### src/rtl/core/pngu_pkg.sv
// ----------------------------------------------------------------------------
// pngu_pkg
// Shared types and constants of the scanline unfilter: channel structs,
// register indexes and the decoded filter operation.
// ----------------------------------------------------------------------------
package pngu_pkg;

	// configuration register indexes
	localparam logic [1:0] REG_WIDTH = 2'd0;
	localparam logic [1:0] REG_ROWS  = 2'd1;
	localparam logic [1:0] REG_BPP   = 2'd2;

	localparam int CFG_DATA_W = 16;
	// width for line length and counter compares, holds a line of 65536 bytes
	localparam int CALC_W = 17;

	typedef enum logic [2:0] {
		OP_NONE,
		OP_SUB,
		OP_UP,
		OP_AVG,
		OP_PAETH,
		OP_PASS
	} op_t;

	typedef struct packed {
		logic [7:0] filtered_byte;
		logic       image_start;
	} in_item_t;

	typedef struct packed {
		logic [7:0] pixel_byte;
		logic       end_of_row;
		logic       end_of_image;
		logic       bad_filter;
	} out_item_t;

	typedef struct packed {
		logic [11:0] width_pixels;
		logic [15:0] image_rows;
		logic [3:0]  bytes_per_pixel;
	} cfg_t;

	// one classified data byte on its way to the reconstruction side
	typedef struct packed {
		logic [7:0]  x;
		op_t         op;
		logic [15:0] addr;
		logic [2:0]  slot;
		logic        has_left;
		logic        has_up;
		logic        eor;
		logic        eoi;
	} work_t;

endpackage

### src/rtl/core/pngu_front.sv
// ----------------------------------------------------------------------------
// pngu_front
// Stream front end: row and column counters, filter byte capture and
// classification of each data byte for the reconstruction side.
// ----------------------------------------------------------------------------
module pngu_front #(
	parameter int MAX_LINE_BYTES      = 16384,
	parameter int MAX_BYTES_PER_PIXEL = 8
) (
	input  logic              clk,
	input  logic              arst_n,
	input  logic              push,
	input  pngu_pkg::in_item_t item,
	output logic              full,
	input  pngu_pkg::cfg_t    cfg,
	input  logic              bpp_written,
	input  logic              q_full,
	output logic              q_push,
	output pngu_pkg::work_t   q_entry
);

	localparam int CW = $clog2(MAX_LINE_BYTES);
	localparam int BW = $clog2(CW);
	localparam int SW = (MAX_BYTES_PER_PIXEL > 1) ? $clog2(MAX_BYTES_PER_PIXEL) : 1;
	localparam int XW = pngu_pkg::CALC_W;

	logic [CW-1:0]  col_q;
	logic [15:0]    row_q;
	logic [SW-1:0]  slot_q;
	logic           expect_q;
	pngu_pkg::op_t  row_op_q;

	// slot resync after a bytes_per_pixel write: col mod bpp, one bit per cycle
	logic           rs_busy_q;
	logic [BW-1:0]  rs_bit_q;
	logic [2:0]     rs_rem_q;
	logic [3:0]     rs_step;
	logic [2:0]     rs_next;

	logic           accept;
	logic           is_filter;
	logic [3:0]     bpp_eff;
	logic [11:0]    w_eff;
	logic [15:0]    rows_eff;
	logic [XW-1:0]  line_len;
	logic [XW-1:0]  prod;
	logic [XW-1:0]  col_inc;
	logic           eor;
	logic           eoi;
	pngu_pkg::op_t  op_new;

	always_comb begin
		bpp_eff = cfg.bytes_per_pixel;
		if (cfg.bytes_per_pixel == 4'd0) begin
			bpp_eff = 4'd1;
		end else if (cfg.bytes_per_pixel > 4'(MAX_BYTES_PER_PIXEL)) begin
			bpp_eff = 4'(MAX_BYTES_PER_PIXEL);
		end
		w_eff    = (cfg.width_pixels == '0) ? 12'd1 : cfg.width_pixels;
		rows_eff = (cfg.image_rows == '0) ? 16'd1 : cfg.image_rows;
		prod     = XW'(w_eff) * XW'(bpp_eff);
		line_len = (prod > XW'(MAX_LINE_BYTES)) ? XW'(MAX_LINE_BYTES) : prod;
		col_inc  = XW'(col_q) + XW'(1);
	end

	assign full      = q_full || rs_busy_q;
	assign accept    = push && !full;
	// image_start forces the filter byte of row 0
	assign is_filter = item.image_start || expect_q;
	assign eor       = (col_inc >= line_len);
	assign eoi       = (XW'(row_q) + XW'(1)) >= XW'(rows_eff);
	assign q_push    = accept && !is_filter;

	always_comb begin
		case (item.filtered_byte) inside
			8'd0:    op_new = pngu_pkg::OP_NONE;
			8'd1:    op_new = pngu_pkg::OP_SUB;
			8'd2:    op_new = pngu_pkg::OP_UP;
			8'd3:    op_new = pngu_pkg::OP_AVG;
			8'd4:    op_new = pngu_pkg::OP_PAETH;
			default: op_new = pngu_pkg::OP_PASS;
		endcase
	end

	always_comb begin
		q_entry          = '0;
		q_entry.x        = item.filtered_byte;
		q_entry.op       = row_op_q;
		q_entry.addr     = 16'(col_q);
		q_entry.slot     = 3'(slot_q);
		q_entry.has_left = (XW'(col_q) >= XW'(bpp_eff));
		q_entry.has_up   = (row_q != '0);
		q_entry.eor      = eor;
		q_entry.eoi      = eor && eoi;
	end

	always_comb begin
		rs_step = {rs_rem_q, col_q[rs_bit_q]};
		rs_next = (rs_step >= bpp_eff) ? 3'(rs_step - bpp_eff) : 3'(rs_step);
	end

	always_ff @(posedge clk or negedge arst_n) begin
		if (!arst_n) begin
			col_q     <= '0;
			row_q     <= '0;
			slot_q    <= '0;
			expect_q  <= 1'b1;
			row_op_q  <= pngu_pkg::OP_NONE;
			rs_busy_q <= 1'b0;
			rs_bit_q  <= '0;
			rs_rem_q  <= '0;
		end else begin
			if (bpp_written) begin
				rs_busy_q <= 1'b1;
				rs_bit_q  <= BW'(CW - 1);
				rs_rem_q  <= '0;
			end else if (rs_busy_q) begin
				rs_rem_q <= rs_next;
				if (rs_bit_q == '0) begin
					rs_busy_q <= 1'b0;
					slot_q    <= SW'(rs_next);
				end else begin
					rs_bit_q <= rs_bit_q - BW'(1);
				end
			end
			if (accept) begin
				if (is_filter) begin
					row_op_q <= op_new;
					col_q    <= '0;
					slot_q   <= '0;
					expect_q <= 1'b0;
					if (item.image_start) begin
						row_q <= '0;
					end
				end else if (eor) begin
					col_q    <= '0;
					slot_q   <= '0;
					expect_q <= 1'b1;
					row_q    <= eoi ? '0 : row_q + 16'd1;
				end else begin
					col_q  <= CW'(col_inc);
					slot_q <= ((4'(slot_q) + 4'd1) >= bpp_eff) ? '0 : slot_q + SW'(1);
				end
			end
		end
	end

endmodule

### config.mk
export PLATFORM = sky130hd
export DESIGN_NAME = pngu_front
export DESIGN_NICKNAME = d
export VERILOG_FILES = /design/src/rtl/core/pngu_pkg.sv /design/src/rtl/core/pngu_front.sv
export SDC_FILE = /design/constraint.sdc
export NUM_CORES = 1
export LEC_CHECK = 0
export BUFFER_PORTS_ARGS = -buffer_cell sky130_fd_sc_hd__buf_2
export CORE_MARGIN = 2
export CORE_UTILIZATION = 25
export CTS_CLUSTER_SIZE = 40
export DETAILED_ROUTE_END_ITERATION = 10
export PLACE_DENSITY = 0.45
export SYNTH_ARGS = -nofsm -noshare
export SYNTH_HDL_FRONTEND = slang
export SYNTH_SLANG_ARGS = --single-unit
### constraint.sdc
create_clock -name clk -period 9.9 [get_ports clk]
set_clock_uncertainty 0.1 [all_clocks]
set_input_delay 0 -clock clk [delete_from_list [all_inputs] [get_ports clk]]
set_output_delay 0 -clock clk [all_outputs]
set_load 0.02 [all_outputs]
; Yosys cells after proc, flatten, opt, wreduce, memory -nomap -nowiden
; Cells that the tools add are included.
[totals]
register_bits = 45
latchBits = 0
ram_bits = 0
romBits = 0
inputBits = 46
output_inout_bits = 36
wordCells = 89
n_memories = 0
[op_classes]
addsub = 7
multipliers = 1
div = 0
magnitude_cmp = 8
n_eq_ne = 7
shift = 0
muxes = 36
n_bitwise = 0
reduce_logical = 22
[op_table]
columns = operator, count
row1 = $mux W16, 6
row2 = $mux W3, 14
row3 = $mux W14, 2
row4 = $mux W4, 5
row5 = $add A16 B1 Y17 const B, 1
row6 = $ge A17 B16 Y1, 1
row7 = $add A16 B1 Y16 const B, 1
row8 = $eq A8 B2 Y1 const B, 2
row9 = $ge A15 B16 Y1, 1
row10 = $gt A16 B15 Y1 const B, 1
row11 = $logic_not A16 Y1, 1
row12 = $mul A12 B4 Y16, 1
row13 = $reduce_bool A16 Y1, 1
row14 = $add A14 B1 Y15 const B, 1
row15 = $ge A14 B4 Y1, 1
row16 = $logic_not A12 Y1, 1
row17 = $mux W12, 1
row18 = $eq A8 B1 Y1 const B, 1
row19 = $eq A8 B3 Y1 const B, 1
row20 = $ge A4 B4 Y1, 2
row21 = $logic_not A4 Y1, 2
row22 = $logic_not A8 Y1, 1
row23 = $reduce_bool A2 Y1, 4
row24 = $mux W1, 7
row25 = other kinds (14), 22

; Depth between registers and ports, before layout
[logic_depth]
word_depth = 10
mapped_depth = 25
depth_no_buf = 23

; Least setup slack after synthesis
; Ideal clock, no wire load.
[synth_timing]
path_kind = input -> register
start = in cfg[21] (netlist name)
end = reg row_q[10]
setup_ps = 122
arrival_ps = 5757
t_required_ps = 9678
path_slack_ps = 3922
stages = 23
n_path_buf = 1
path_cell_list = nor4_1 a31oi_1 nand2b_1 fa_1 fa_1 inv_1 ha_1 a211oi_1 nor2_1 xnor2_1 nand2_1 or4_1 o41ai_4 nor3b_2 ha_1 nand2b_1 a211o_1 a31oi_1 o22ai_1 o31ai_1 clkbuf_1 inv_1 a32o_1
[synth_via]
elab_chain_len = 8
[synth_rtl]
columns = element, line_no
row1 = start: declaration, pngu_front.sv:15  ; input pngu_pkg::cfg_t cfg,
row2 = $logic_not A12 Y1, pngu_front.sv:59  ; w_eff = (cfg.width_pixels == '0) ? 12'd1 : cfg.width_pixels;
row3 = $mux W12 (*), pngu_front.sv:59
row4 = $mul A12 B4 Y16 (*), pngu_front.sv:61  ; prod = XW'(w_eff) * XW'(bpp_eff);
row5 = $gt A16 B15 Y1, pngu_front.sv:62  ; line_len = (prod > XW'(MAX_LINE_BYTES)) ? XW'(MAX_LINE_BYTES) : prod;
row6 = $mux W16 (*), pngu_front.sv:62
row7 = $ge A15 B16 Y1 (*), pngu_front.sv:70  ; assign eor = (col_inc >= line_len);
row8 = $reduce_bool A2 Y1 (no line) (*), n/a
row9 = $reduce_and A3 Y1 (no line) (*), n/a
row10 = end signal: assignment, pngu_front.sv:139  ; row_q <= eoi ? '0 : row_q + 16'd1;
row11 = end: declaration, pngu_front.sv:28  ; logic [15:0] row_q;
; Mark *: on every way between the ends. The rest lies on a longest branch, timed or not.
; A chain may end at the register's enable or synchronous reset.

; Worst setup path in the final report
[layout_timing]
start = in cfg[3] (netlist name)
end = reg row_q[0]
[layout_via]
elab_chain_len = 9
word_cells_on_any_way = 10
cone_classes = mul: 1 / order compare: 3 / mux: 3 / reduce/logical: 3
[layout_rtl]
columns = element, line_no
row1 = $gt A4 B4 Y1, pngu_front.sv:56  ; end else if (cfg.bytes_per_pixel > 4'(MAX_BYTES_PER_PIXEL)) begin
row2 = $mux W4, pngu_front.sv:56
row3 = $mux W4 (*), pngu_front.sv:54  ; if (cfg.bytes_per_pixel == 4'd0) begin
row4 = $mul A12 B4 Y16 (*), pngu_front.sv:61
row5 = $gt A16 B15 Y1, pngu_front.sv:62
row6 = $mux W16 (*), pngu_front.sv:62
row7 = $ge A15 B16 Y1 (*), pngu_front.sv:70
row8 = $reduce_bool A2 Y1 (no line) (*), n/a
row9 = $reduce_and A3 Y1 (no line) (*), n/a
; Marked as above.

==> summary.md <==
| Metric | Value |
|---|---|
| Slew Limit Fails | `0` |
| Yosys reg bits | `45` |
| # clock sinks | `between 40 and 50` |
| Fin. Hold Viols | `0` |
| Comb pwr share | `a little under two fifths` |
| Max_cap viols | `0` |
| Crit. Startpoint | `cfg[3]` |
| HPWL after DPL | `approximately 12 mm` |
| Worst-path clk slew | `approximately 70 ps` |
| Synth Instances | `672` |
| Worst r2r src | `row_q[0]$_DFFE_PN0P_` |
| First DRT Iteration DRCs | `173` |
| Worst vdd ir | `60.9 uV` |
| Final std cells w/o fill | `between 1,000 and 1,500` |
| Clock period minus worst slack | `between 6000 and 7000 ps` |
| CTS Root Cell | `clkbuf_16` |
| Worst setup EP type | `register` |
| Post-Route WL | `roughly 15 mm` |
| Die area | `between 0.02 and 0.025 sq mm` |
| WL/cell | `~15 um` |
| Share of layout cells above drive strength 1 | `15.2%` |
| IO Port Bufs | `just under 80` |
| Nets | `just under 900` |
| Clk Latency, worst-skew pair | `approximately 290 ps` |
| First-pass GRT wire length | `25.3 mm` |
| Cell area after synthesis | `0.00558 sq mm` |
| Reg power frac | `about a third` |
| Sw Share | `between 30% and 40%` |
| Distinct cells, synth | `66` |
| Hold Crit Class | `primary input to register` |
| Startpoint types | `primary input` |
| Number of global-route vias before repair | `4,904` |
| Most common cell after layout, fill and taps aside | `inv_1` |
| Largest net degree at the start of global routing | `46` |
| F_max | `between 150 and 200 MHz` |
| Clock Power Share | `28.7%` |
| Initial core utilization | `between 20% and 30%` |
| Yosys warns | `0` |
| Congestion Overflow GR | `0` |
| Die width | `approximately 150 um` |
| Synth Flop Type | `dfrtp_1` |
| Relative slew slack | `~40%` |
| RSZ-0062 raised after global routing | `no` |
| Antenna-violating nets left | `0` |
| # setup viols final | `0` |
| Number of top-level pins | `around 80` |
| Syn_area_per_cell | `between 8 and 9 sq um` |
| Antenna fix cells | `0` |
| R2r endpoint | `row_q[8]$_DFFE_PN0P_` |
| Die Ht | `153 um` |
| Cell internal pwr | `0.376 mW` |
| Outcome | `finished clean` |
| Post-CTS setup buffers | `0` |
| WS Path Type | `primary input to register` |
| Reg2Reg Setup Slack | `a little over 5000 ps` |
| Final core occ | `between 20% and 30%` |
| Vias/cell | `around 4.7` |
| Worst path required time | `around 10,000 ps` |
| Power Density | `91.7 mW/mm^2` |
| CP Data Arrival Time | `6660 ps` |
| Worst r2r path cells | `14` |
| Tcrit/Tclk final | `between 60% and 70%` |
| Core footprint | `about 0.022 sq mm` |
| CTS HTree Levels | `2` |
| Tot Pwr | `a little under 0.6 mW` |
| Tightest Pin Transition | `roughly 900 ps` |
| Max clock buf depth | `2` |
| Async set or reset register ratio after synthesis | `100%` |
| Pre-antenna DRT Iters | `4` |
| Sequential cell area fraction in the yosys report | `about a fifth` |
| Vias | `roughly 4,800` |
| Commonest cells after routing, fill and taps aside | `inv_1, buf_2, ha_1, nand2_1, nor2_1` |
| Rows | `54` |
| Drt drc | `0` |
| P_sw | `about 0.21 mW` |
| TritonCTS clock tree | `done` |
| Initial antenna violation count | `0` |
| CTS Buf Count | `5` |
| Total GRT Usage | `~13%` |
| Critical Path Fanout Max | `16` |
| Area Growth Syn to Fin | `15.0%` |
| EDFF count, synth | `0` |
| Setup tns final | `0 ps` |
| Dpl cells | `about 1,000` |
| RePlAce Congestion | `0.756` |
| Worst setup endpoint | `row_q[0]$_DFFE_PN0P_` |
| P_leak | `3.26 nW` |
## final cells by class
type	instances	area, sq um
fillers	2411	15500
multi-input cells	514	3980
inverters	84	315
clock buffers	6	129
clock inverters	2	15.0
repair buffers	90	495
well taps	280	350
flip-flops and latches	45	1130
## state kept, by name, summed over array words and instances (netlist names)
signal,cells
slot_q,3
rs_busy_q,1
row_q,16
col_q,14
row_op_q,3
rs_rem_q,3
rs_bit_q,4
expect_q,1
## worst min path at each step
stage / from / cells past startpoint / to / slack [ps]
floorplan: arst_n / 0 / col_q[0]$_DFFE_PN0P_ / -400
global placement: arst_n / 2 / row_q[11]$_DFFE_PN0P_ / 50
detailed placement: arst_n / 2 / rs_bit_q[2]$_DFFE_PN0P_ / 40
CTS: item[7] / 5 / row_op_q[2]$_DFFE_PN0P_ / 30
global route: item[8] / 5 / row_op_q[2]$_DFFE_PN0P_ / 110
finish: item[7] / 5 / row_op_q[2]$_DFFE_PN0P_ / 30
## power by group through the flow
stage	sequential (mW)	combinational, mW	clock, mW
6_report	0.198	0.222	0.169
2_1_floorplan	0.200	0.165	0
5_1_grt	0.199	0.256	0.182
4_1_cts	0.198	0.227	0.174
3_3_place_gp	0.202	0.225	0
3_5_place_dp	0.201	0.224	0
## cells in the mapped netlist (all sizes together) (6+ instances only)
cell type	count	share of area [%]
nand3b	6	0.81
nand2	63	4.2
ha	68	15
dfrtp	44	20
xnor2	22	3.5
buf	14	1.9
nor2	46	3.1
mux2	7	1.4
o21bai	9	1.2
o21ai	21	1.9
nand2b	14	1.6
and3	11	1.2
clkbuf	16	1.1
a21oi	20	1.8
nand3	15	1.3
fa	21	7.5
and2	35	3.9
a22o	13	2.0
o31ai	7	0.94
nor3	10	0.90
nand4	11	1.2
inv	84	5.6
xor2	16	2.5
nor4	14	1.6
a21o	12	1.6
## repair_timing
item	in CTS	in global routing
endpoints found under the hold margin	55	0
resized for setup	0	0
hold buffers	7	0
## logic make-up (layout without fill, tap and decap cells)
logic type	count (synthesis)	in the layout	synth area share [%]
AOI/OAI and AO/OA	126	126	16.4
xor gates and xnor gates	38	38	5.96
adders and majority gates	89	89	22.8
buffers and inverters	114	182	8.59
DFF	45	45	20.2
muxes	14	14	3.34
other	1	2	0.0672
and+or+nand+nor	245	245	22.7
## per-layer routing
| layer | GRT usage, % | share of wire (%) | vias up |
|---|---|---|---|
| met1 | 16.4 | 45 | 2295 |
| met4 | 2.71 | 1.1 | 0 |
| met2 | 23.8 | 51 | 74 |
| met5 | 0 | 0 | - |
| li1 | - | - | 2460 |
| met3 | 1.16 | 2.7 | 10 |
## critical path: stages
cell and delay, ps:
buf_2 180, nor2b_1 570, nand2_1 160, fa_1 520, fa_1 600, inv_1 60, ha_1 280, a211oi_1 390
o21ai_1 180, a41oi_2 330, o221ai_1 170, xor2_1 250, nor2_1 420, nand2_1 100, ha_1 320, o21a_1 120
o21ai_0 120, or4_1 570, o221ai_1 450, nand2_1 330, or4_1 460, o21ai_0 80
## through the flow
stage	setup slack [ps]	instance area [sq um]	hold WS, ps
after floorplan	3920	5590	-396
after global placement	3040	6200	53.2
after detailed placement	2960	6200	41.0
after CTS	3230	6420	34.4
after global routing	2610	6420	109
final	3350	6420	32.4
(Power assumes the default switching activity.)
