===== src/rtl/core/pngu_fifo.sv =====
// ----------------------------------------------------------------------------
// pngu_fifo
// Small flip-flop queue with full and empty flags.
// ----------------------------------------------------------------------------
module pngu_fifo #(
	parameter type entry_t = logic,
	parameter int  DEPTH   = 2
) (
	input  logic   clk,
	input  logic   arst_n,
	input  logic   push,
	input  entry_t wr,
	output logic   full,
	input  logic   pop,
	output entry_t rd,
	output logic   empty
);

	localparam int PW = (DEPTH > 1) ? $clog2(DEPTH) : 1;
	localparam int CNT_W = $clog2(DEPTH + 1);

	entry_t             mem_q [DEPTH];
	logic [PW-1:0]      wr_ptr_q;
	logic [PW-1:0]      rd_ptr_q;
	logic [CNT_W-1:0]   count_q;
	logic               do_push;
	logic               do_pop;

	assign full    = (count_q == CNT_W'(DEPTH));
	assign empty   = (count_q == '0);
	assign do_push = push && !full;
	assign do_pop  = pop && !empty;
	assign rd      = mem_q[rd_ptr_q];

	always_ff @(posedge clk or negedge arst_n) begin
		if (!arst_n) begin
			wr_ptr_q <= '0;
			rd_ptr_q <= '0;
			count_q  <= '0;
		end else begin
			if (do_push) begin
				wr_ptr_q <= (wr_ptr_q == PW'(DEPTH - 1)) ? '0 : wr_ptr_q + PW'(1);
			end
			if (do_pop) begin
				rd_ptr_q <= (rd_ptr_q == PW'(DEPTH - 1)) ? '0 : rd_ptr_q + PW'(1);
			end
			if (do_push && !do_pop) begin
				count_q <= count_q + CNT_W'(1);
			end else if (do_pop && !do_push) begin
				count_q <= count_q - CNT_W'(1);
			end
		end
	end

	always_ff @(posedge clk) begin
		if (do_push) begin
			mem_q[wr_ptr_q] <= wr;
		end
	end

endmodule


===== config.mk =====
export PLATFORM = sky130hd
export DESIGN_NAME = pngu_fifo
export DESIGN_NICKNAME = d
export VERILOG_FILES = /design/src/rtl/core/pngu_fifo.sv
export SDC_FILE = /design/constraint.sdc
export NUM_CORES = 1
export LEC_CHECK = 0
export BUFFER_PORTS_ARGS = -buffer_cell sky130_fd_sc_hd__clkbuf_2
export CELL_PAD_IN_SITES_DETAIL_PLACEMENT = 0
export CELL_PAD_IN_SITES_GLOBAL_PLACEMENT = 1
export CORE_AREA = 10 10 47 49
export DETAILED_ROUTE_END_ITERATION = 6
export DIE_AREA = 0 0 57 59
export GPL_ROUTABILITY_DRIVEN = 0
export PLACE_DENSITY_LB_ADDON = 0.08
export SLEW_MARGIN = 20
export SYNTH_ARGS = -nofsm -noshare
export SYNTH_HDL_FRONTEND = slang
export SYNTH_SLANG_ARGS = --single-unit

===== constraint.sdc =====
create_clock -name clk -period 2.39 [get_ports clk]
set_input_delay 0.239 -clock clk [delete_from_list [all_inputs] [get_ports clk]]
set_output_delay 0.239 -clock clk [all_outputs]
set_load 0.02 [all_outputs]

* Word level (Yosys, flattened, before mapping)
Memory sizes are Yosys's and may differ from the RTL's.
Index checks and enable logic that the tools add are counted.
** Cells by class
- $add $sub $neg :: 4
- Equal/unequal tests :: 1
- Multiplexer cells :: 6
- Reductions and logical operators :: 10
** Operators with widths (count)
- $logic_and 1x1->1 :: 4
- $logic_not 1->1 :: 4
- $mux 1 :: 4
- $mux 2 :: 2
- $add 1x1->1 const B :: 2
- $add 2x1->2 const B :: 1
- $eq 2x2->1 const B :: 1
- $logic_not 2->1 :: 1
- $reduce_bool 2->1 :: 1
- $sub 2x1->2 const B :: 1
** Word-level totals
- Register bits :: 4
- Bits in writable memories :: 2
- Bits of input ports :: 5
- Output and inout port bits :: 3
- Logic and storage cells :: 25
- Memories kept :: 1
** Memories
- mem_q :: words 2, bits a word 1, rd ports 1, clocked after Yosys merged registers in 0, write ports 1, line 22 : entry_t mem_q [DEPTH];

* Depth between registers and ports, before layout
Gate-level depths: netlist of the first run.
- Word-level depth :: 7
- Gate-level depth with buffers :: 7

* Worst setup path before layout of the first run
Ideal clock, no wire load.
- Path kind :: reg-to-reg
- Start point :: register count_q[0]
- End point :: register count_q[1]
- Library setup time :: 79 ps
- Arrival time :: 1282 ps
- Path slack :: 1029 ps
- Stages on the path, launching flop included :: 7
- Clock period less this slack :: 1361 ps
- Cells stage by stage :: dfrtp_1 -> nand2b_1 -> nand2_1 -> inv_1 -> ha_1 -> nor2_1 -> xor2_1
** On the way
- Word-level cells in the longest chain between the ends :: 6
- Elaborated cells on any way between the ends :: 15
- Those cells by class :: 2 x add/sub; 1 x eq/ne; 2 x mux; 10 x reduce/logical
** Ends and longest elaborated chain
- start, declared :: line 25 : logic [CNT_W-1:0] count_q;
- start signal, assigned :: line 48 : count_q <= count_q + CNT_W'(1);
- start signal, assigned :: line 50 : count_q <= count_q - CNT_W'(1);
- $eq 2x2->1 or $logic_not 2->1 (tied branches) :: line 29, 30
- $logic_not 1->1, on equally long branches :: line 31, 32
- $logic_and 1x1->1, on equally long branches :: line 31, 32
- $logic_not 1->1, on equally long branches :: line 49, 47
- $logic_and 1x1->1, on equally long branches :: line 49, 47
- $reduce_bool 2->1 (no line) or $mux 2 (tied branches)
Parallel ways exist; a longest one is shown, timed or not. The select of a mux whose other input is x is not followed.
A chain may end at the register's enable or synchronous reset.

* Final worst setup path of the first run
Ends and elaborated chain as after synthesis.

==> impl_summary.log, run 1 <==
[metrics] result of the run: finished, final reports clean
[metrics] clk_skew: 0.00462 ns
[metrics] kind of end point of the critical path: flip-flop
[metrics] origin of the worst setup path: count_q[0]$_DFFE_PN0P_
[metrics] required time of the critical path: 2.56 ns
[metrics] DRT antenna net count: 0
[metrics] clk slew on worst S/H paths: 0.05 ns
[metrics] static leakage: 0.174 nW
[metrics] hold path endpoint: mem_q[0]$_DFFE_PP_
[metrics] sum of negative setup slack: 0 ns
[metrics] netlist area before placement: 268 um^2
[metrics] number of optimization iterations in the first detailed-route pass: 2
[metrics] first-pass GRT wire length: 1.02 mm
[metrics] post-layout util: 0.256
[metrics] startpoint kind of the worst setup timing path: flip-flop
[metrics] vias after detailed routing: 186
[metrics] initial antenna violation count: 0
[metrics] clock latency on the worst-skew pair: 0.25 ns
[metrics] post-synthesis register bit count: 6
[metrics] wire length per cell: 11.6 um
[metrics] max-slew violation count: 0
[metrics] minimum clock period: 1.48 ns
[metrics] share of post-route cells with drive strength above 1: 0.324
[metrics] Unique masters post-synth: 12
[metrics] number of cells upsized or downsized after cts: 0
[metrics] FP Rows: 14
[metrics] max-slew headroom at the worst pin: 0.861
[metrics] Port Buffers: 7
[metrics] Final nets: 41
[metrics] Die ar.: 0.00336 mm^2
[metrics] Post-Synthesis Mean Instance Area: 12.2 um^2
[metrics] remaining global-route overflow: 0
[metrics] number of H-tree levels: 1
[metrics] Synth Instances: 22
[metrics] power density of the placed cells: 1370 mW/mm^2
[metrics] most common cell type on the critical path: sky130_fd_sc_hd__xor2_1
[metrics] Final Hold Viols: 0
[metrics] Root Buffer: sky130_fd_sc_hd__clkbuf_4
[metrics] min-delay src: wr
[metrics] fill count: 157
[metrics] Num CTS Buffers: 3
[metrics] count of warnings emitted by yosys: 0
[metrics] maximum fanout along the worst path: 5
[metrics] worst path arrival time: 1.65 ns
[metrics] CTS Hold Bufs: 1
[metrics] Vias/cell: 3.72
[metrics] max cap viols: 0
[metrics] R2R setup slack: 0.91 ns
[metrics] Tightest Hold Check Type: in -> reg
[metrics] drt first-iter violations: 2
[metrics] post-CTS setup buffers: 0
[metrics] area inside the core boundary: 0.00140 mm^2
[metrics] final worst hold slack: 0.190 ns
[metrics] Synthesized Nets: 28
[metrics] Num Clock Sinks: 6
[metrics] worst flop-to-flop path endpoint: count_q[1]$_DFFE_PN0P_
[metrics] WHS Path Cells: 1
[metrics] unrepaired setup endpoints after global routing: false
[metrics] Worst Setup Path Type: reg -> reg
[metrics] synthesis-to-layout area growth: 34.1%
[metrics] CTS Buffer Depth: 2
[metrics] Max Clock Freq: 674 MHz
[metrics] Register-to-Register Path Depth: 7
[metrics] total wire length after detailed routing: 578 um
[metrics] cell-by-cell listing of the critical path: nand2b_1 -> nand2_1 -> inv_1 -> ha_1 -> xor2_1 -> nor2_1 -> xor2_1
[metrics] maximum VDD drop: 324 uV
[metrics] CP max stage delay: 0.42 ns
[metrics] TritonCTS clock tree: yes
[metrics] Initial Utilization: 0.191
[metrics] final count of negative-setup-slack endpoints: 0
[metrics] height of the die: 59 um
[metrics] combined global-route utilization of all metal layers: 0.0442
[metrics] diode count: 0
[metrics] width of the die: 57 um
[metrics] reg-to-reg critical path startpoint: count_q[0]$_DFFE_PN0P_
[metrics] number of global-route vias before repair: 217
[metrics] largest net degree at the start of global routing: 6
[metrics] Slowest cell on crit path: sky130_fd_sc_hd__dfrtp_1
[metrics] proportion of synthesized chip area in sequential cells: 0.598
[metrics] slew of the pin with the lowest slew margin: 0.207 ns
[metrics] IO Count: 8
[metrics] final routed DRC violation total: 0
[metrics] period utilisation layout: 0.620
[metrics] Post-DP HPWL: 475 um
[kinds of logic (layout without fill, tap and decap cells)]
group | Yosys count | in the layout | share of synthesized area
DFF | 6 | 6 | 0.598
buffers and inverters | 2 | 14 | 0.0280
adders and majority gates | 1 | 1 | 0.0467
muxes | 1 | 1 | 0.0421
AOI/OAI and AO/OA | 1 | 1 | 0.0187
xor gates and xnor gates | 5 | 5 | 0.164
and+or+nand+nor | 6 | 6 | 0.103
[synth_stat cells]
cell                       instances  area (um^2)
sky130_fd_sc_hd__and3_1            1         6.26
sky130_fd_sc_hd__nand2b_1          1         6.26
sky130_fd_sc_hd__edfxtp_1          2         60.1
sky130_fd_sc_hd__dfrtp_1           4          100
sky130_fd_sc_hd__inv_1             2         7.51
sky130_fd_sc_hd__o21ai_1           1         5.00
sky130_fd_sc_hd__nand2_1           1         3.75
sky130_fd_sc_hd__xor2_1            2         17.5
sky130_fd_sc_hd__ha_1              1         12.5
sky130_fd_sc_hd__mux2_2            1         11.3
sky130_fd_sc_hd__nor2_1            3         11.3
sky130_fd_sc_hd__xnor2_1           3         26.3
[placed cells by master, fill, tap and decap left out]
cell	count
sky130_fd_sc_hd__dlygate4sd3_1	1
sky130_fd_sc_hd__mux2_2	1
sky130_fd_sc_hd__xor2_1	2
sky130_fd_sc_hd__nor2_1	3
sky130_fd_sc_hd__edfxtp_1	2
sky130_fd_sc_hd__nand2b_1	1
sky130_fd_sc_hd__xnor2_1	3
sky130_fd_sc_hd__clkbuf_4	3
sky130_fd_sc_hd__nand2_1	1
sky130_fd_sc_hd__clkbuf_2	7
sky130_fd_sc_hd__and3_1	1
sky130_fd_sc_hd__inv_1	2
sky130_fd_sc_hd__clkbuf_1	1
sky130_fd_sc_hd__dfrtp_1	4
sky130_fd_sc_hd__ha_1	1
sky130_fd_sc_hd__o21ai_1	1
[cell type report]
class                      count  area (um^2)  area share
clock buffer                   4         26.3      0.0732
inverter                       2         7.51      0.0209
multi-input combinational     14          100       0.279
sequential                     6          160       0.446
tap                           16         20.0      0.0557
timing repair buffer           8         45.0       0.125
[sequential cells by signal (all words and copies together), names as in the netlist]
signal    count
mem_q         2
rd_ptr_q      1
wr_ptr_q      1
count_q       2
[critical path: cells and delay by family, from the launching register on]
kind,cells,cell delay (ns)
and+or+nand+nor,3,0.44
DFF,1,0.42
adders and majority gates,1,0.18
buffers and inverters,1,0.06
xor gates and xnor gates,2,0.30
[worst max path at each step]
stage,end,cells after the start
finish,count_q[1]$_DFFE_PN0P_,7
global route,count_q[1]$_DFFE_PN0P_,6
detailed placement,count_q[1]$_DFFE_PN0P_,7
CTS,count_q[1]$_DFFE_PN0P_,7
floorplan,count_q[1]$_DFFE_PN0P_,6
global placement,count_q[1]$_DFFE_PN0P_,7
[per-layer routing]
metal / GRT usage / up-vias / routed length (um)
met5: 0 / - / 0
met4: 0.0403 / 0 / 11
met3: 0.0429 / 2 / 61
met2: 0.0651 / 5 / 308
met1: 0.0335 / 84 / 196
li1: - / 95 / -
[metrics by stage]
stage | instances | total power (W) | setup WS (ns) | instance area [um^2]
3_5_place_dp | 45 | 0.000393 | 0.916 | 323
6_report | 50 | 0.000492 | 0.907 | 359
3_3_place_gp | 45 | 0.000386 | 0.938 | 323
5_1_grt | 50 | 0.000541 | 0.746 | 359
2_1_floorplan | 22 | 0.000337 | 1.03 | 268
4_1_cts | 50 | 0.000506 | 0.891 | 359
[power breakdown]
group | leakage, nW | internal (W) | switching [W]
Combinational | 0.0942 | 0.0000915 | 0.000104
Sequential | 0.0652 | 0.000154 | 0.0000387
Clock | 0.0150 | 0.0000635 | 0.0000404
Note: power is estimated with default switching activity, not from simulation.
==> inputs of run 2 (changes only) <==
- ABC_AREA: unset -> 1
- clock period: 2.39 -> 1.4 ns (I/O delays scaled with it)
==> run 2 against run 1 <==
  * Routed wire length up 17%
  * Critical path depth up 1
  * Core utilization up 4.3 points
  * Largest power group unchanged
  * Die area unchanged
  * Sequential power up 65%
  * Final area grew 17%
  * Sequential share of layout area fell by 6.4 points
  * Via count is 40% higher
  * Critical path type unchanged
  * Clock skew is 0.0048 ns higher
==> impl_summary.log, run 2 <==
[metrics] leading cell type in the layout, fill and taps excluded: sky130_fd_sc_hd__nand2_1
[metrics] leading post-synthesis cells by cell area: sky130_fd_sc_hd__dfrtp_1 33%, sky130_fd_sc_hd__edfxtp_1 20%, sky130_fd_sc_hd__nand2_1 15%
[metrics] R2R setup slack: 0.10 ns (-0.81 ns)
[metrics] Num Clock Sinks: 6 (unchanged)
[metrics] Worst Setup Path Type: reg -> reg
[metrics] IO Count: 8 (unchanged)
[metrics] FP Rows: 14 (unchanged)
[metrics] DRT antenna net count: 0 (unchanged)
[metrics] post-synthesis cell type with the largest combined area: sky130_fd_sc_hd__dfrtp_1
[metrics] kind of end point of the critical path: flip-flop
[metrics] reg-to-reg critical path startpoint: count_q[1]$_DFFE_PN0P_
[metrics] Post-DP HPWL: 584 um (+23%)
[metrics] Port Buffers: 7 (unchanged)
[metrics] min-delay src: wr
[metrics] total wire length after detailed routing: 676 um (+17%)
[metrics] total internal power: 0.000566 W (+83%)
[metrics] height of the die: 59 um (unchanged)
[metrics] worst flop-to-flop path endpoint: count_q[1]$_DFFE_PN0P_
[metrics] Vias/cell: 3.82 (+2.8%)
[metrics] Unique masters post-synth: 12 (unchanged)
[metrics] combinational power share: 0.489 (+0.092)
[metrics] Register-to-Register Path Depth: 8 (+1)
[metrics] net switching power figure: 0.000378 W (+110%)
[metrics] remaining global-route overflow: 0 (unchanged)
[metrics] TritonCTS clock tree: yes
[metrics] registers with the most flip-flops: count_q: 2 flops, mem_q: 2 flops
[metrics] endpoint of the worst setup timing path: count_q[1]$_DFFE_PN0P_
[metrics] minimum clock period: 1.30 ns (-0.183 ns)
[metrics] max cap viols: 0 (unchanged)
[metrics] count of flip-flops with a built-in enable after synthesis: 2 (unchanged)
[metrics] Die ar.: 0.00336 mm^2 (unchanged)
[metrics] period utilisation layout: 0.928 (+0.308)
[metrics] first-pass GRT wire length: 1.15 mm (+13%)
[metrics] maximum fanout along the worst path: 4 (-1)
[metrics] CTS Buffer Depth: 2 (unchanged)
[metrics] final count of negative-setup-slack endpoints: 0 (unchanged)
[metrics] count leader, synth: sky130_fd_sc_hd__nand2_1
[metrics] number of optimization iterations in the first detailed-route pass: 2 (unchanged)
[metrics] proportion of synthesized chip area in sequential cells: 0.525 (-0.0735)
[metrics] startpoint kind of the worst setup timing path: flip-flop
[metrics] Final nets: 59 (+44%)
[metrics] clk_skew: 0.00938 ns (+0.00476 ns)
[metrics] combined global-route utilization of all metal layers: 0.0447 (+0.000530)
[metrics] Synth Instances: 37 (+68%)
[metrics] power density of the placed cells: 2250 mW/mm^2 (+64%)
[metrics] sum of negative setup slack: 0 ns (unchanged)
[metrics] commonest register cell after synthesis: sky130_fd_sc_hd__dfrtp_1
[metrics] result of the run: finished, final reports clean
[metrics] area inside the core boundary: 0.00140 mm^2 (unchanged)
[metrics] share of post-route cells with drive strength above 1: 0.308 (-0.0158)
[metrics] sequential share of power: 0.337 (-0.055)
[metrics] clock latency on the worst-skew pair: 0.24 ns (about the same)
[metrics] final routed DRC violation total: 0 (unchanged)
[metrics] diode count: 0 (unchanged)
[metrics] unrepaired setup endpoints after global routing: false
[metrics] clk slew on worst S/H paths: 0.05 ns (about the same)
[metrics] count of warnings emitted by yosys: 0 (unchanged)
[metrics] Sw Share: 0.401 (+0.0288)
[metrics] vias after detailed routing: 260 (+40%)
[metrics] Post-Synthesis Mean Instance Area: 8.25 um^2 (-32%)
[metrics] final worst hold slack: 0.0868 ns (-0.103 ns)
[metrics] static leakage: 0.230 nW (+32%)
[metrics] number of global-route vias before repair: 268 (+24%)
[metrics] Final Hold Viols: 0 (unchanged)
[metrics] number of H-tree levels: 1 (unchanged)
[metrics] most used standard cells in the synthesized netlist: 12 x sky130_fd_sc_hd__nand2_1, 8 x sky130_fd_sc_hd__inv_1, 4 x sky130_fd_sc_hd__dfrtp_1
[metrics] commonest cells after routing, fill and taps aside: 12 x sky130_fd_sc_hd__nand2_1, 7 x sky130_fd_sc_hd__inv_1, 7 x sky130_fd_sc_hd__clkbuf_2
[metrics] drt first-iter violations: 3 (+1)
[metrics] Tightest Hold Check Type: in -> reg
[metrics] largest net degree at the start of global routing: 5 (-1)
[metrics] slew of the pin with the lowest slew margin: 0.223 ns (+0.0161 ns)
[metrics] Initial Utilization: 0.218 (+0.0268)
[metrics] maximum VDD drop: 554 uV (+71%)
[metrics] Max Clock Freq: 770 MHz (+14%)
[metrics] initial antenna violation count: 0 (unchanged)
[metrics] clock share of power: 0.174 (-0.037)
[metrics] Root Buffer: sky130_fd_sc_hd__clkbuf_4
[metrics] max-slew headroom at the worst pin: 0.850 (-0.0113)
[metrics] Num CTS Buffers: 3 (unchanged)
[metrics] post-synthesis register bit count: 6 (unchanged)
[metrics] required time of the critical path: 1.52 ns (-1.04 ns)
[metrics] max-slew violation count: 0 (unchanged)
[metrics] Synthesized Nets: 43 (+54%)
[metrics] wire length per cell: 9.94 um (-14%)
[metrics] worst path arrival time: 1.42 ns (-0.23 ns)
[metrics] origin of the worst setup path: count_q[1]$_DFFE_PN0P_
[metrics] synthesis-to-layout area growth: 37.3%
[metrics] width of the die: 57 um (unchanged)
[metrics] fraction of synthesis flops using an asynchronous set or reset pin: 0.667 (unchanged)
[metrics] netlist area before placement: 305 um^2 (+14%)
[metrics] area fraction of the dominant cell type after synthesis: 0.328 (-0.0460)
run 2: cell types whose count changed in the layout (fill, tap and decap cells not counted), moves of 2 or more:
| cell | delta |
|---|---|
| sky130_fd_sc_hd__nand2_1 | +11 |
| sky130_fd_sc_hd__inv_1 | +5 |
| sky130_fd_sc_hd__buf_4 | +3 |
| sky130_fd_sc_hd__nor2_2 | +2 |
| sky130_fd_sc_hd__xnor2_1 | -2 |
| sky130_fd_sc_hd__xor2_1 | -2 |
run 2: kinds of logic after synthesis:
group | Yosys count | synth area share
and+or+nand+nor | 19 | 0.275
buffers and inverters | 8 | 0.0984
DFF | 6 | 0.525
AOI/OAI and AO/OA | 2 | 0.0328
xor gates and xnor gates | 1 | 0.0287
adders and majority gates | 1 | 0.0410
run 2: worst min path at each step:
stage	to	slack, ns	cells after the start
2_1_floorplan	count_q[0]$_DFFE_PN0P_	-0.16	0
3_3_place_gp	wr_ptr_q$_DFFE_PN0N_	-0.04	1
3_5_place_dp	wr_ptr_q$_DFFE_PN0N_	-0.04	1
4_1_cts	mem_q[0]$_DFFE_PP_	0.08	1
5_1_grt	mem_q[0]$_DFFE_PP_	0.07	1
6_report	mem_q[0]$_DFFE_PP_	0.09	1
run 2: power by group through the flow:
| stage | clock network, W | registers, W | logic, W |
|---|---|---|---|
| final | 0.000164 | 0.000318 | 0.000462 |
| after global routing | 0.000187 | 0.000327 | 0.000528 |
| after CTS | 0.000172 | 0.000316 | 0.000427 |
| after detailed placement | 0 | 0.000318 | 0.000424 |
| after global placement | 0 | 0.000315 | 0.000404 |
| after floorplan | 0 | 0.000312 | 0.000291 |
run 2: stage by stage:
stage / util / setup slack [ns] / total power [W] / cells / area [um^2]
after CTS: 0.288 / 0.0428 / 0.000915 / 66 / 404
after global routing: 0.299 / 0.00512 / 0.00104 / 68 / 419
after floorplan: - / 0.000958 / 0.000603 / 37 / 305
after detailed placement: 0.263 / 0.0450 / 0.000742 / 61 / 368
final: 0.299 / 0.101 / 0.000944 / 68 / 419
after global placement: 0.263 / 0.0673 / 0.000720 / 61 / 368
run 2: area by class of cell:
class | count | area (um^2)
clock buffers | 4 | 26.3
fillers | 157 | 982
inverters | 8 | 30.0
multi-input cells | 23 | 115
flip-flops and latches | 6 | 160
well taps | 16 | 20.0
repair buffers | 11 | 67.6
run 2: what timing repair did:
item,in CTS,in global routing
gates resized for setup,0,2
endpoints found under the setup margin,0,1
hold buffers,1,0
hold endpoints to repair,4,0
buffers inserted,0,2
run 2: critical path: stages, from the launching register on:
cell	delay, ns
sky130_fd_sc_hd__dfrtp_1	0.40
sky130_fd_sc_hd__inv_2	0.07
sky130_fd_sc_hd__nor2_2	0.11
sky130_fd_sc_hd__nor2_2	0.05
sky130_fd_sc_hd__ha_1	0.30
sky130_fd_sc_hd__inv_1	0.08
sky130_fd_sc_hd__nand3_1	0.08
sky130_fd_sc_hd__nand2_1	0.06
sky130_fd_sc_hd__nand2_1	0.04
run 2: routing by layer:
| layer | vias to the layer above | global-route usage | wire length (um) |
|---|---|---|---|
| met5 | - | 0 | 0 |
| met2 | 7 | 0.0589 | 303 |
| met3 | 0 | 0.0279 | 70 |
| li1 | 143 | - | - |
| met1 | 110 | 0.0481 | 302 |
| met4 | 0 | 0.0403 | 0 |
